==> src/rtl/ordered_list_engine_core_defines.svh <==
// Assertion macros for the ordered list engine.
`ifndef ORDERED_LIST_ENGINE_CORE_DEFINES_SVH
`define ORDERED_LIST_ENGINE_CORE_DEFINES_SVH

`ifndef SYNTHESIS
// Antecedent holds in a cycle, consequent in the same cycle.
`define OLE_ASSERT_SAME(lbl, clk, rst_n, ante, cons, msg) \
  lbl: assert property (@(posedge clk) disable iff (!rst_n) (ante) |-> (cons)) else $error(msg);
// Antecedent holds in a cycle, consequent in the following one.
`define OLE_ASSERT_NEXT(lbl, clk, rst_n, ante, cons, msg) \
  lbl: assert property (@(posedge clk) disable iff (!rst_n) (ante) |=> (cons)) else $error(msg);
`else
`define OLE_ASSERT_SAME(lbl, clk, rst_n, ante, cons, msg)
`define OLE_ASSERT_NEXT(lbl, clk, rst_n, ante, cons, msg)
`endif

`endif

==> src/rtl/ole_pkg.sv <==
// Package: beat types, operation and status codes for the ordered list engine.
`timescale 1ns / 1ps
package ole_pkg;

  localparam int unsigned KIND_W   = 3;
  localparam int unsigned VALUE_W  = 32;
  localparam int unsigned POS_W    = 6;
  localparam int unsigned STATUS_W = 2;
  localparam int unsigned ITEM_W   = 32;
  localparam int unsigned LEN_W    = 5;

  localparam logic [KIND_W-1:0] KIND_INS_END   = 3'd0;
  localparam logic [KIND_W-1:0] KIND_INS_FRONT = 3'd1;
  localparam logic [KIND_W-1:0] KIND_INS_POS   = 3'd2;
  localparam logic [KIND_W-1:0] KIND_DEL_FRONT = 3'd3;
  localparam logic [KIND_W-1:0] KIND_DEL_END   = 3'd4;
  localparam logic [KIND_W-1:0] KIND_DEL_POS   = 3'd5;
  localparam logic [KIND_W-1:0] KIND_LIST      = 3'd6;
  localparam logic [KIND_W-1:0] KIND_NONE      = 3'd7;

  localparam logic [STATUS_W-1:0] ST_OK      = 2'd0;
  localparam logic [STATUS_W-1:0] ST_EMPTY   = 2'd1;
  localparam logic [STATUS_W-1:0] ST_INVALID = 2'd2;
  localparam logic [STATUS_W-1:0] ST_FULL    = 2'd3;

  typedef struct packed {
    logic        [KIND_W-1:0]  kind;
    logic signed [VALUE_W-1:0] value;
    logic        [POS_W-1:0]   position;
  } in_t;

  typedef struct packed {
    logic        [STATUS_W-1:0] status;
    logic signed [ITEM_W-1:0]   item;
    logic                       last;
    logic        [LEN_W-1:0]    length;
  } out_t;

endpackage

==> src/rtl/ole_ram.sv <==
// Generic single-write, single-read RAM with registered read data.
`timescale 1ns / 1ps
module ole_ram #(
  parameter int unsigned WIDTH = 32,
  parameter int unsigned DEPTH = 16
) (
  input  logic                     clk_i,
  input  logic                     we_i,
  input  logic [$clog2(DEPTH)-1:0] waddr_i,
  input  logic [WIDTH-1:0]         wdata_i,
  input  logic                     re_i,
  input  logic [$clog2(DEPTH)-1:0] raddr_i,
  output logic [WIDTH-1:0]         rdata_o
);

  logic [WIDTH-1:0] mem_q [DEPTH];
  logic [WIDTH-1:0] rdata_q;

  always_ff @(posedge clk_i) begin
    if (we_i) begin
      mem_q[waddr_i] <= wdata_i;
    end
    if (re_i) begin
      rdata_q <= mem_q[raddr_i];
    end
  end

  assign rdata_o = rdata_q;

endmodule

==> src/rtl/ordered_list_engine_core.sv <==
// Ordered list engine: sequencer, shared pointer step unit and element RAM.
// Insert at 0-based index k: each element from the tail down to k moves up by a read then a write,
// then the new value is written and the result loaded. Delete at index k pulls each later element
// forward the same way. Listing reads and sends one element at a time, waiting while the sink stalls.
// Not ready while an operation runs; a result register lets the next beat in while it waits.
// Reset clears count, state and output valid at once; the element RAM is not cleared.
`timescale 1ns / 1ps
`include "ordered_list_engine_core_defines.svh"
module ordered_list_engine_core
  import ole_pkg::*;
#(
  parameter int unsigned CAPACITY   = 16,
  parameter int unsigned DATA_WIDTH = 32
) (
  input  logic clk_i,
  input  logic rst_ni,
  input  logic in_valid_i,
  output logic in_ready_o,
  input  in_t  in_data_i,
  output logic out_valid_o,
  input  logic out_ready_i,
  output out_t out_data_o
);

  localparam int unsigned AW  = $clog2(CAPACITY);
  localparam int unsigned CW  = $clog2(CAPACITY + 1);
  localparam int unsigned PCW = ((CW > POS_W) ? CW : POS_W) + 1;

  localparam logic [2:0] S_IDLE    = 3'd0;
  localparam logic [2:0] S_INS_RD  = 3'd1;
  localparam logic [2:0] S_INS_WR  = 3'd2;
  localparam logic [2:0] S_DEL_RD  = 3'd3;
  localparam logic [2:0] S_DEL_WR  = 3'd4;
  localparam logic [2:0] S_LST_RD  = 3'd5;
  localparam logic [2:0] S_LST_OUT = 3'd6;
  localparam logic [2:0] S_RESP    = 3'd7;

  logic [2:0]            state_q, state_d;
  logic [CW-1:0]         cnt_q, cnt_d;
  logic [CW-1:0]         ptr_q, ptr_d;
  logic [CW-1:0]         idx_q, idx_d;
  logic [DATA_WIDTH-1:0] val_q, val_d;
  logic [STATUS_W-1:0]   st_q, st_d;
  logic                  out_valid_q, out_valid_d;
  out_t                  out_q, out_d;

  logic                  ram_we, ram_re;
  logic [AW-1:0]         ram_waddr, ram_raddr;
  logic [DATA_WIDTH-1:0] ram_wdata, ram_rdata;

  logic [CW-1:0]  ptr_inc, ptr_dec;
  logic [PCW-1:0] pos_w, cnt_w;
  logic           full, out_free, lst_last;

  ole_ram #(
    .WIDTH (DATA_WIDTH),
    .DEPTH (CAPACITY)
  ) u_store (
    .clk_i   (clk_i),
    .we_i    (ram_we),
    .waddr_i (ram_waddr),
    .wdata_i (ram_wdata),
    .re_i    (ram_re),
    .raddr_i (ram_raddr),
    .rdata_o (ram_rdata)
  );

  // shared pointer step unit
  assign ptr_inc = ptr_q + CW'(1);
  assign ptr_dec = ptr_q - CW'(1);

  assign pos_w    = PCW'(in_data_i.position);
  assign cnt_w    = PCW'(cnt_q);
  assign full     = (cnt_q == CW'(CAPACITY));
  assign out_free = !out_valid_q || out_ready_i;
  assign lst_last = (ptr_inc == cnt_q);

  always_comb begin
    state_d     = state_q;
    cnt_d       = cnt_q;
    ptr_d       = ptr_q;
    idx_d       = idx_q;
    val_d       = val_q;
    st_d        = st_q;
    out_valid_d = out_valid_q;
    out_d       = out_q;
    ram_we      = 1'b0;
    ram_re      = 1'b0;
    ram_waddr   = ptr_q[AW-1:0];
    ram_raddr   = ptr_q[AW-1:0];
    ram_wdata   = ram_rdata;
    in_ready_o  = 1'b0;

    if (out_valid_q && out_ready_i) begin
      out_valid_d = 1'b0;
    end

    case (state_q)
      S_IDLE: begin
        in_ready_o = 1'b1;
        if (in_valid_i) begin
          val_d = DATA_WIDTH'(in_data_i.value);
          st_d  = ST_OK;
          ptr_d = cnt_q;
          case (in_data_i.kind)
            KIND_INS_END, KIND_INS_FRONT, KIND_INS_POS: begin
              if (full) begin
                st_d    = ST_FULL;
                state_d = S_RESP;
              end else if (in_data_i.kind == KIND_INS_END) begin
                idx_d   = cnt_q;
                state_d = S_INS_RD;
              end else if (in_data_i.kind == KIND_INS_FRONT) begin
                idx_d   = '0;
                state_d = S_INS_RD;
              end else if (pos_w == '0 || pos_w > cnt_w + PCW'(1)) begin
                st_d    = ST_INVALID;
                state_d = S_RESP;
              end else begin
                idx_d   = CW'(pos_w - PCW'(1));
                state_d = S_INS_RD;
              end
            end
            KIND_DEL_FRONT, KIND_DEL_END, KIND_DEL_POS: begin
              if (cnt_q == '0) begin
                st_d    = ST_EMPTY;
                state_d = S_RESP;
              end else if (in_data_i.kind == KIND_DEL_FRONT) begin
                ptr_d   = '0;
                state_d = S_DEL_RD;
              end else if (in_data_i.kind == KIND_DEL_END) begin
                ptr_d   = cnt_q - CW'(1);
                state_d = S_DEL_RD;
              end else if (pos_w == '0 || pos_w > cnt_w) begin
                st_d    = ST_INVALID;
                state_d = S_RESP;
              end else begin
                ptr_d   = CW'(pos_w - PCW'(1));
                state_d = S_DEL_RD;
              end
            end
            KIND_LIST: begin
              if (cnt_q == '0) begin
                st_d    = ST_EMPTY;
                state_d = S_RESP;
              end else begin
                ptr_d   = '0;
                state_d = S_LST_RD;
              end
            end
            default: begin
              state_d = S_IDLE;
            end
          endcase
        end
      end
      // walk from the tail down to the gap, then drop the new value in
      S_INS_RD: begin
        if (ptr_q == idx_q) begin
          ram_we    = 1'b1;
          ram_waddr = idx_q[AW-1:0];
          ram_wdata = val_q;
          cnt_d     = cnt_q + CW'(1);
          state_d   = S_RESP;
        end else begin
          ram_re    = 1'b1;
          ram_raddr = ptr_dec[AW-1:0];
          state_d   = S_INS_WR;
        end
      end
      S_INS_WR: begin
        ram_we  = 1'b1;
        ptr_d   = ptr_dec;
        state_d = S_INS_RD;
      end
      // close the gap by pulling each later element one place forward
      S_DEL_RD: begin
        if (ptr_inc >= cnt_q) begin
          cnt_d   = cnt_q - CW'(1);
          state_d = S_RESP;
        end else begin
          ram_re    = 1'b1;
          ram_raddr = ptr_inc[AW-1:0];
          state_d   = S_DEL_WR;
        end
      end
      S_DEL_WR: begin
        ram_we  = 1'b1;
        ptr_d   = ptr_inc;
        state_d = S_DEL_RD;
      end
      S_LST_RD: begin
        ram_re  = 1'b1;
        state_d = S_LST_OUT;
      end
      S_LST_OUT: begin
        if (out_free) begin
          out_valid_d   = 1'b1;
          out_d.status  = ST_OK;
          out_d.item    = ITEM_W'($signed(ram_rdata));
          out_d.last    = lst_last;
          out_d.length  = LEN_W'(cnt_q);
          if (lst_last) begin
            state_d = S_IDLE;
          end else begin
            ptr_d   = ptr_inc;
            state_d = S_LST_RD;
          end
        end
      end
      S_RESP: begin
        if (out_free) begin
          out_valid_d  = 1'b1;
          out_d.status = st_q;
          out_d.item   = '0;
          out_d.last   = 1'b1;
          out_d.length = LEN_W'(cnt_q);
          state_d      = S_IDLE;
        end
      end
      default: begin
        state_d = S_IDLE;
      end
    endcase
  end

  always_ff @(posedge clk_i or negedge rst_ni) begin
    if (!rst_ni) begin
      state_q     <= S_IDLE;
      cnt_q       <= '0;
      out_valid_q <= 1'b0;
    end else begin
      state_q     <= state_d;
      cnt_q       <= cnt_d;
      out_valid_q <= out_valid_d;
    end
  end

  always_ff @(posedge clk_i) begin
    ptr_q <= ptr_d;
    idx_q <= idx_d;
    val_q <= val_d;
    st_q  <= st_d;
    out_q <= out_d;
  end

  assign out_valid_o = out_valid_q;
  assign out_data_o  = out_q;

  `OLE_ASSERT_SAME(a_cnt_bound, clk_i, rst_ni, 1'b1, cnt_q <= CW'(CAPACITY), "count above capacity")
  `OLE_ASSERT_SAME(a_err_item_zero, clk_i, rst_ni, out_valid_o && out_data_o.status != ST_OK, out_data_o.item == '0 && out_data_o.last, "error beat with item or not last")
  `OLE_ASSERT_NEXT(a_busy_after_accept, clk_i, rst_ni, in_valid_i && in_ready_o && in_data_i.kind != KIND_NONE, !in_ready_o, "ready straight after an operation beat")
  `OLE_ASSERT_NEXT(a_cnt_step, clk_i, rst_ni, 1'b1, cnt_q == $past(cnt_q) || cnt_q == $past(cnt_q) + CW'(1) || cnt_q == $past(cnt_q) - CW'(1), "count moved by more than one")

endmodule

==> config.mk <==
export PLATFORM = sky130hd
export DESIGN_NAME = ordered_list_engine_core
export DESIGN_NICKNAME = d
export VERILOG_FILES = /design/src/rtl/ole_pkg.sv /design/src/rtl/ole_ram.sv /design/src/rtl/ordered_list_engine_core.sv
export VERILOG_INCLUDE_DIRS = /design/src /design/src/rtl
export SDC_FILE = /design/constraint.sdc
export NUM_CORES = 1
export LEC_CHECK = 0
export BUFFER_PORTS_ARGS = -buffer_cell sky130_fd_sc_hd__buf_2
export CORE_ASPECT_RATIO = 0.8
export CORE_MARGIN = 4
export CORE_UTILIZATION = 50
export CTS_CLUSTER_DIAMETER = 150
export DETAILED_ROUTE_END_ITERATION = 6
export HOLD_SLACK_MARGIN = 0.1
export PLACE_DENSITY_LB_ADDON = 0.15
export SYNTH_ARGS = -nofsm -noshare
export SYNTH_HDL_FRONTEND = slang
export SYNTH_SLANG_ARGS = --single-unit
==> constraint.sdc <==
create_clock -name clk_i -period 13.8 [get_ports clk_i]
set_clock_uncertainty 0.05 [all_clocks]
set_input_delay 2.76 -clock clk_i [delete_from_list [all_inputs] [get_ports clk_i]]
set_output_delay 2.76 -clock clk_i [all_outputs]
set_load 0.02 [all_outputs]
# Word-level counts from Yosys, hierarchy flattened
# Memories as Yosys holds them, arrays and structs flattened. A register that Yosys moved wholly into a read port is not among the register bits.
# Cells that the tools add are included.
[op_classes]
addsub = 6
n_lt_le_gt_ge = 3
n_eq_ne = 23
n_mux = 64
bitwise = 1
n_reduce_logical = 22
[ops]
columns = ["cell", "n"]
rows = [
  ["$mux 40", 2],
  ["$pmux 40 s2", 1],
  ["$mux 5", 13],
  ["$mux 32", 2],
  ["$mux 3", 13],
  ["$pmux 3 s8", 1],
  ["$eq 3x3->1 const B", 7],
  ["$mux 2", 10],
  ["$pmux 5 s2", 2],
  ["$pmux 5 s4", 1],
  ["$mux 4", 4],
  ["$sub 5x1->5 const B", 3],
  ["$eq 3x2->1 const B", 4],
  ["$ne 2x2->1 const B", 6],
  ["$add 5x1->5 const B", 2],
  ["$eq 5x5->1", 2],
  ["$mux 1", 10],
  ["$pmux 3 s3", 1],
  ["$reduce_and 3->1", 3],
  ["$pmux 4 s2", 1],
  ["$logic_not 7->1", 1],
  ["$add 5x1->6 const B", 1],
  ["$eq 3x1->1 const B", 2],
  ["$gt 6x5->1", 1],
  ["20 further kinds", 26],
]
[totals]
reg_bits = 93
ram_bits = 512
inputBits = 45
out_inout_bits = 42
mem_count = 1
[memory_table]
columns = ["name", "words", "width", "read_ports", "rd_ports_with_merged_regs", "write_ports", "line_no", "rtl"]
rows = [
  ["u_store.mem_q", 16, 32, 1, 1, 1, "ole_ram.sv:16", "logic [WIDTH-1:0] mem_q [DEPTH];"],
]

# Depth between registers and ports, before layout
[depth]
word_depth = 10
mapped_depth = 16
depth_no_buf = 12

# Hierarchy
# A second synthesis with hierarchy kept.
[hier_totals]
cells_unflattened = 1278
area_unflattened_um2 = 25315.5
[by_module_without_submodules]
columns = ["module", "instances", "cells_each", "area_each_um2", "seq_area_each_um2"]
rows = [
  ["ole_ram", 1, 838, 20155.6, 16335.7],
  ["ordered_list_engine_core", 1, 440, 5159.9, 2747.6],
]

# Worst setup path before layout
# No wires, ideal clock.
[synth_timing]
path_kind = "input to register"
from = "in out_ready_i"
to = "reg out_q, in the netlist out_data_o[0] (enable)"
setup_ps = 438
arrival_time_ps = 4498
required_time_ps = 13312
path_slack_ps = 8815
cell_stages = 2
path_buffers = 0
cell_sequence = "nor2b_1 > nor2_1"
[synth_via]
elab_chain_cells = 3
[synth_lines]
columns = ["element", "line_no", "rtl"]
rows = [
  ["from (decl)", "ordered_list_engine_core.sv:21", "input logic out_ready_i,"],
  ["$logic_or 1x1->1 (*)", "ordered_list_engine_core.sv:75", "assign out_free = !out_valid_q || out_ready_i;"],
  ["$ne 2x2->1 (no source line)", "n/a", ""],
  ["$reduce_and 3->1 (no source line) (*)", "n/a", ""],
  ["to (signal assigned)", "ordered_list_engine_core.sv:244", "out_q <= out_d;"],
  ["to (decl)", "ordered_list_engine_core.sv:45", "out_t out_q, out_d;"],
]
# Mark *: on every way between the ends. The rest lies on a longest branch, timed or not.
# A chain may end at the register's enable or synchronous reset.

# Worst setup path after layout
[layout_timing]
from = "reg ptr_q[0]"
to = "reg u_store.rdata_q[4], in the netlist u_store.rdata_o[4], read port of u_store.mem_q, data pin"
[layout_via]
elab_chain_cells = 4
[layout_lines]
columns = ["element", "line_no", "rtl"]
rows = [
  ["from (decl)", "ordered_list_engine_core.sv:40", "logic [CW-1:0] ptr_q, ptr_d;"],
  ["from (signal assigned)", "ordered_list_engine_core.sv:240", "ptr_q <= ptr_d;"],
  ["$add 5x1->5", "ordered_list_engine_core.sv:69", "assign ptr_inc = ptr_q + CW'(1);"],
  ["$ge 5x5->1", "ordered_list_engine_core.sv:178", "if (ptr_inc >= cnt_q) begin"],
  ["$mux 1 or $mux 4 (tied branches)", "ordered_list_engine_core.sv:178", ""],
  ["$pmux 1 s3 or $pmux 4 s2 (tied branches)", "ordered_list_engine_core.sv:98", "case (state_q)"],
  ["to (decl)", "ole_ram.sv:17", "logic [WIDTH-1:0] rdata_q;"],
]
# Several ways; a longest one is shown, not always the timed one.

==> reports/results.txt <==
Counting every sink on the clock net gives 637. The run gives 14.6k as the number of global-route vias before repair. The initial utilization of the core area, before any placement, comes to 50.9%. The async set-reset flop share out of synthesis was 1.41%. The worst setup path is launched from a flip-flop.

The count of cells in the finished layout, fillers not included, comes to 2,541. The tools report the sequential element share of the synthesized area as 72.8%. For the number of violations reported at the end of detailed-routing iteration 0, the log shows 1,560. At the worst endpoint, the required time is 14.10 ns.

The die covers 56,200 µm². The worst setup path is captured at a flip-flop. CTS placed an instance of clkbuf_16 at the clock tree root.

Port buffering added 86 buffers. The logs give 61,400 µm for the total wirelength of the detailed-routed design and 0 for the count of endpoints failing hold in the final timing report. The height of the chip was 213 µm; the number of search-and-repair iterations in the first detailed-routing pass was 5. Buffers inserted to repair hold after CTS numbered 0. The post-synthesis register bit count was 637. In this run the most critical hold path is launched from u_store.rdata_o[31]. The total of cells resized after clock tree synthesis is 0. The logs give 0.62 ns for the clock insertion delay at the later pin of the skew report and 0 for the yosys synthesis warning count. The total number of vias was 15.1k; the post-synthesis to final-layout area growth was 12.1%. The origin of the critical flop-to-flop path is ptr_q[0]. The tools report the all-layer global routing usage as 21.5%. The maximum number of pins on one net before global-route repair was 194.

The run gives 0 as the global route total overflow. Based on the critical path, the design can be clocked at up to 172 MHz. The final number of max-transition violations is 0, and the post-synth design cell area is 26,200 µm². The maximum fanout encountered on the critical timing path was 91. The per-cell via count in the routed design is 5.94. The run gives 8.00 ns as the worst setup slack for register-to-register paths.

The number of unique standard cell types used by synthesis was 61. The run finished with clean final reports. The mean cell area of the mapped netlist is 15.0 µm². The type of the tightest min-delay check is reg2reg.

The number of stages on the worst hold path is 1. In this run the count of I/O pins placed on the die edge is 87. The first-pass GRT wire length was 92,300 µm. Most common flop cell mapped by yosys: edfxtp_1. The HPWL after detailed placement is 30,300 µm. The clock period minus worst slack came out at 5.80 ns. For the worst-case setup margin in the final layout, the log shows 8.00 ns. Timing analysis after detailed placement gives a worst setup slack of 8.09 ns. Setup violations remaining at the end of the flow were counted as 0.

The tools report the count of nets left with antenna violations after detail routing as 0. Max-cap violations in this run came to 0. At the pin with the least slew margin, the transition time is 1.11 ns. In this run the critical register-to-register path is captured at u_store.rdata_o[4]. The number of cells traversed by the worst register-to-register path is 13, and the number of diodes is 0. The row count is 74, and the maximum buffer depth of the clock tree is 3. The clock-pin transition on the worst setup and hold timing paths is 0.06 ns, and the part of the cycle the worst path needs is 42.1%.

TritonCTS built the clock tree. Setup repair after global routing left no endpoint under its margin. The number of flops mapped to enable cells by yosys works out to 628.

Terminating pin of the worst hold path: out_data_o[37]. Clock tree synthesis inserted a total of 59 buffers. Cells with a size suffix above 1 make up 16.3% of the layout. Measured along the x axis, the die boundary spans 264 µm. In this run the standard cell core region covers 51,500 µm². Buffers added to address setup during post-CTS repair amount to 0.

The congestion estimate from routability-driven global placement came to 0.832. The number of antenna violations at the first check in global routing was 1. The max-slew headroom at the worst pin was 26.1%. Setup total negative slack on the finished layout was measured at 0 ns.

After detailed routing, the average wire length per cell comes to 24.2 µm. The net count of the finished layout is 1,876. The CTS H-tree depth was 2. The synthesized net count was 1,812. The number of placed instances, taps included was 2,432.

The worst setup path is of the reg2reg kind. For the worst setup path, the data arrival time is 6.11 ns. The cell count after synthesis came out at 1,745. After detailed routing, the number of remaining DRC violations is 0.
[cell families after synthesis]
logic type                 count (synthesis)  synth area share [%]
DFF                                      637                  72.8
buffers and inverters                    133                  2.32
xor gates and xnor gates                  28                 0.936
AOI/OAI and AO/OA                        271                  7.96
muxes                                    130                  5.27
adders and majority gates                 22                  1.05
and+or+nand+nor                          524                  9.66
[metrics by stage]
step	area, µm²	hold slack [ns]	utilization [%]
final	29400	0.495	57.1
after global placement	27400	0.481	53.2
after global routing	29400	0.523	57.1
after detailed placement	27400	0.487	53.2
after floorplan	26200	0.373	-
after CTS	29400	0.499	57.1
[cell usage after synthesis (3+ instances only)]
| cell type | number | share of area (%) |
|---|---|---|
| a21o_1 | 4 | 0.11 |
| and3_1 | 34 | 0.81 |
| o211ai_1 | 4 | 0.11 |
| o22ai_1 | 5 | 0.12 |
| nor3_1 | 77 | 1.5 |
| dfrtp_1 | 9 | 0.86 |
| a311oi_1 | 31 | 1.0 |
| clkbuf_1 | 51 | 0.73 |
| and2_1 | 97 | 2.3 |
| o21ai_0 | 21 | 0.40 |
| nor2_1 | 44 | 0.63 |
| a211oi_1 | 63 | 1.8 |
| edfxtp_1 | 628 | 72 |
| a221o_1 | 31 | 1.2 |
| nand2b_1 | 6 | 0.14 |
| xnor2_1 | 20 | 0.67 |
| mux2i_1 | 66 | 2.5 |
| nand2_1 | 221 | 3.2 |
| a31oi_1 | 35 | 0.84 |
| or3_1 | 4 | 0.095 |
| mux2_2 | 64 | 2.7 |
| o32ai_1 | 34 | 1.1 |
| a22oi_1 | 3 | 0.086 |
| a21oi_1 | 19 | 0.36 |
| nand3_1 | 21 | 0.40 |
| buf_1 | 3 | 0.043 |
| nor2b_1 | 4 | 0.095 |
| buf_4 | 9 | 0.26 |
| inv_1 | 19 | 0.27 |
| ha_1 | 22 | 1.1 |
| xor2_1 | 8 | 0.27 |
| buf_2 | 48 | 0.92 |
[how the worst max path moves through the flow]
stage                startpoint            endpoint  slack (ns)  cells after the start
floorplan           out_ready_i       out_data_o[0]        8.81                      2
global placement       ptr_q[0]  u_store.rdata_o[4]        8.25                     13
detailed placement     ptr_q[0]  u_store.rdata_o[3]        8.09                     13
CTS                    ptr_q[0]  u_store.rdata_o[4]        8.04                     13
global route           ptr_q[0]  u_store.rdata_o[4]        7.65                     13
finish                 ptr_q[0]  u_store.rdata_o[4]        8.00                     13
[worst max-delay path, cell delays in order, from the launching register on]
cell and delay (ns):
edfxtp_1 0.65, inv_1 0.26, ha_1 0.43, ha_1 0.21, a21oi_1 0.16, o21ai_0 0.15, o41a_1 0.52, o211a_1 0.21
o31ai_4 0.45, buf_4 0.82, buf_4 0.83, and3_1 0.28, o32ai_1 0.10, a221o_1 0.31
[registers in the layout, summed over array words and instances, names as in the netlist]
register and flops:
state_q 3, out_valid_o 1, ptr_q 5, u_store.mem_q 512, idx_q 5, u_store.rdata_o 32, st_q 2, out_data_o 40
val_q 32, cnt_q 5
[per-layer routing]
metal	vias to the layer above	track usage, %	part of all wire, %
met1	7637	32.1	45
li1	6871	-	-
met3	66	2.88	6.7
met4	0	5.21	1.7
met5	-	0	0
met2	521	34.3	47
[layout by cell type (no fill, tap or decap), types with 10 or more instances in the layout]
cell       netlist  final
a31oi_1         35     35
nand3_1         21     20
clkbuf_16        0     62
clkbuf_1        51     10
xnor2_1         20     18
nor2_1          44     29
a21oi_1         19     19
ha_1            22     22
a221o_1         31     31
mux2_2          64     64
and3_1          34     34
o32ai_1         34     34
o21ai_0         21     21
buf_4            9     29
clkinv_2         0     11
inv_1           19     19
edfxtp_1       628    628
nor3_1          77     73
nand2_1        221    219
nor2_4           0     15
mux2i_1         66     66
a211oi_1        63     63
buf_2           48     86
a311oi_1        31     31
and2_1          97     96
[area by class of cell]
class,instances,area [µm²]
Tap cell,684,856
Inverter,19,71.3
Fill cell,4083,22100
Clock inverter,35,377
Sequential cell,637,19100
Clock buffer,74,1620
Timing Repair Buffer,117,688
Multi-Input combinational cell,975,6680
Power is left out: the tool's default activity adds up to more than one toggle a clock period on the data nets, which glitch-free logic cannot reach.
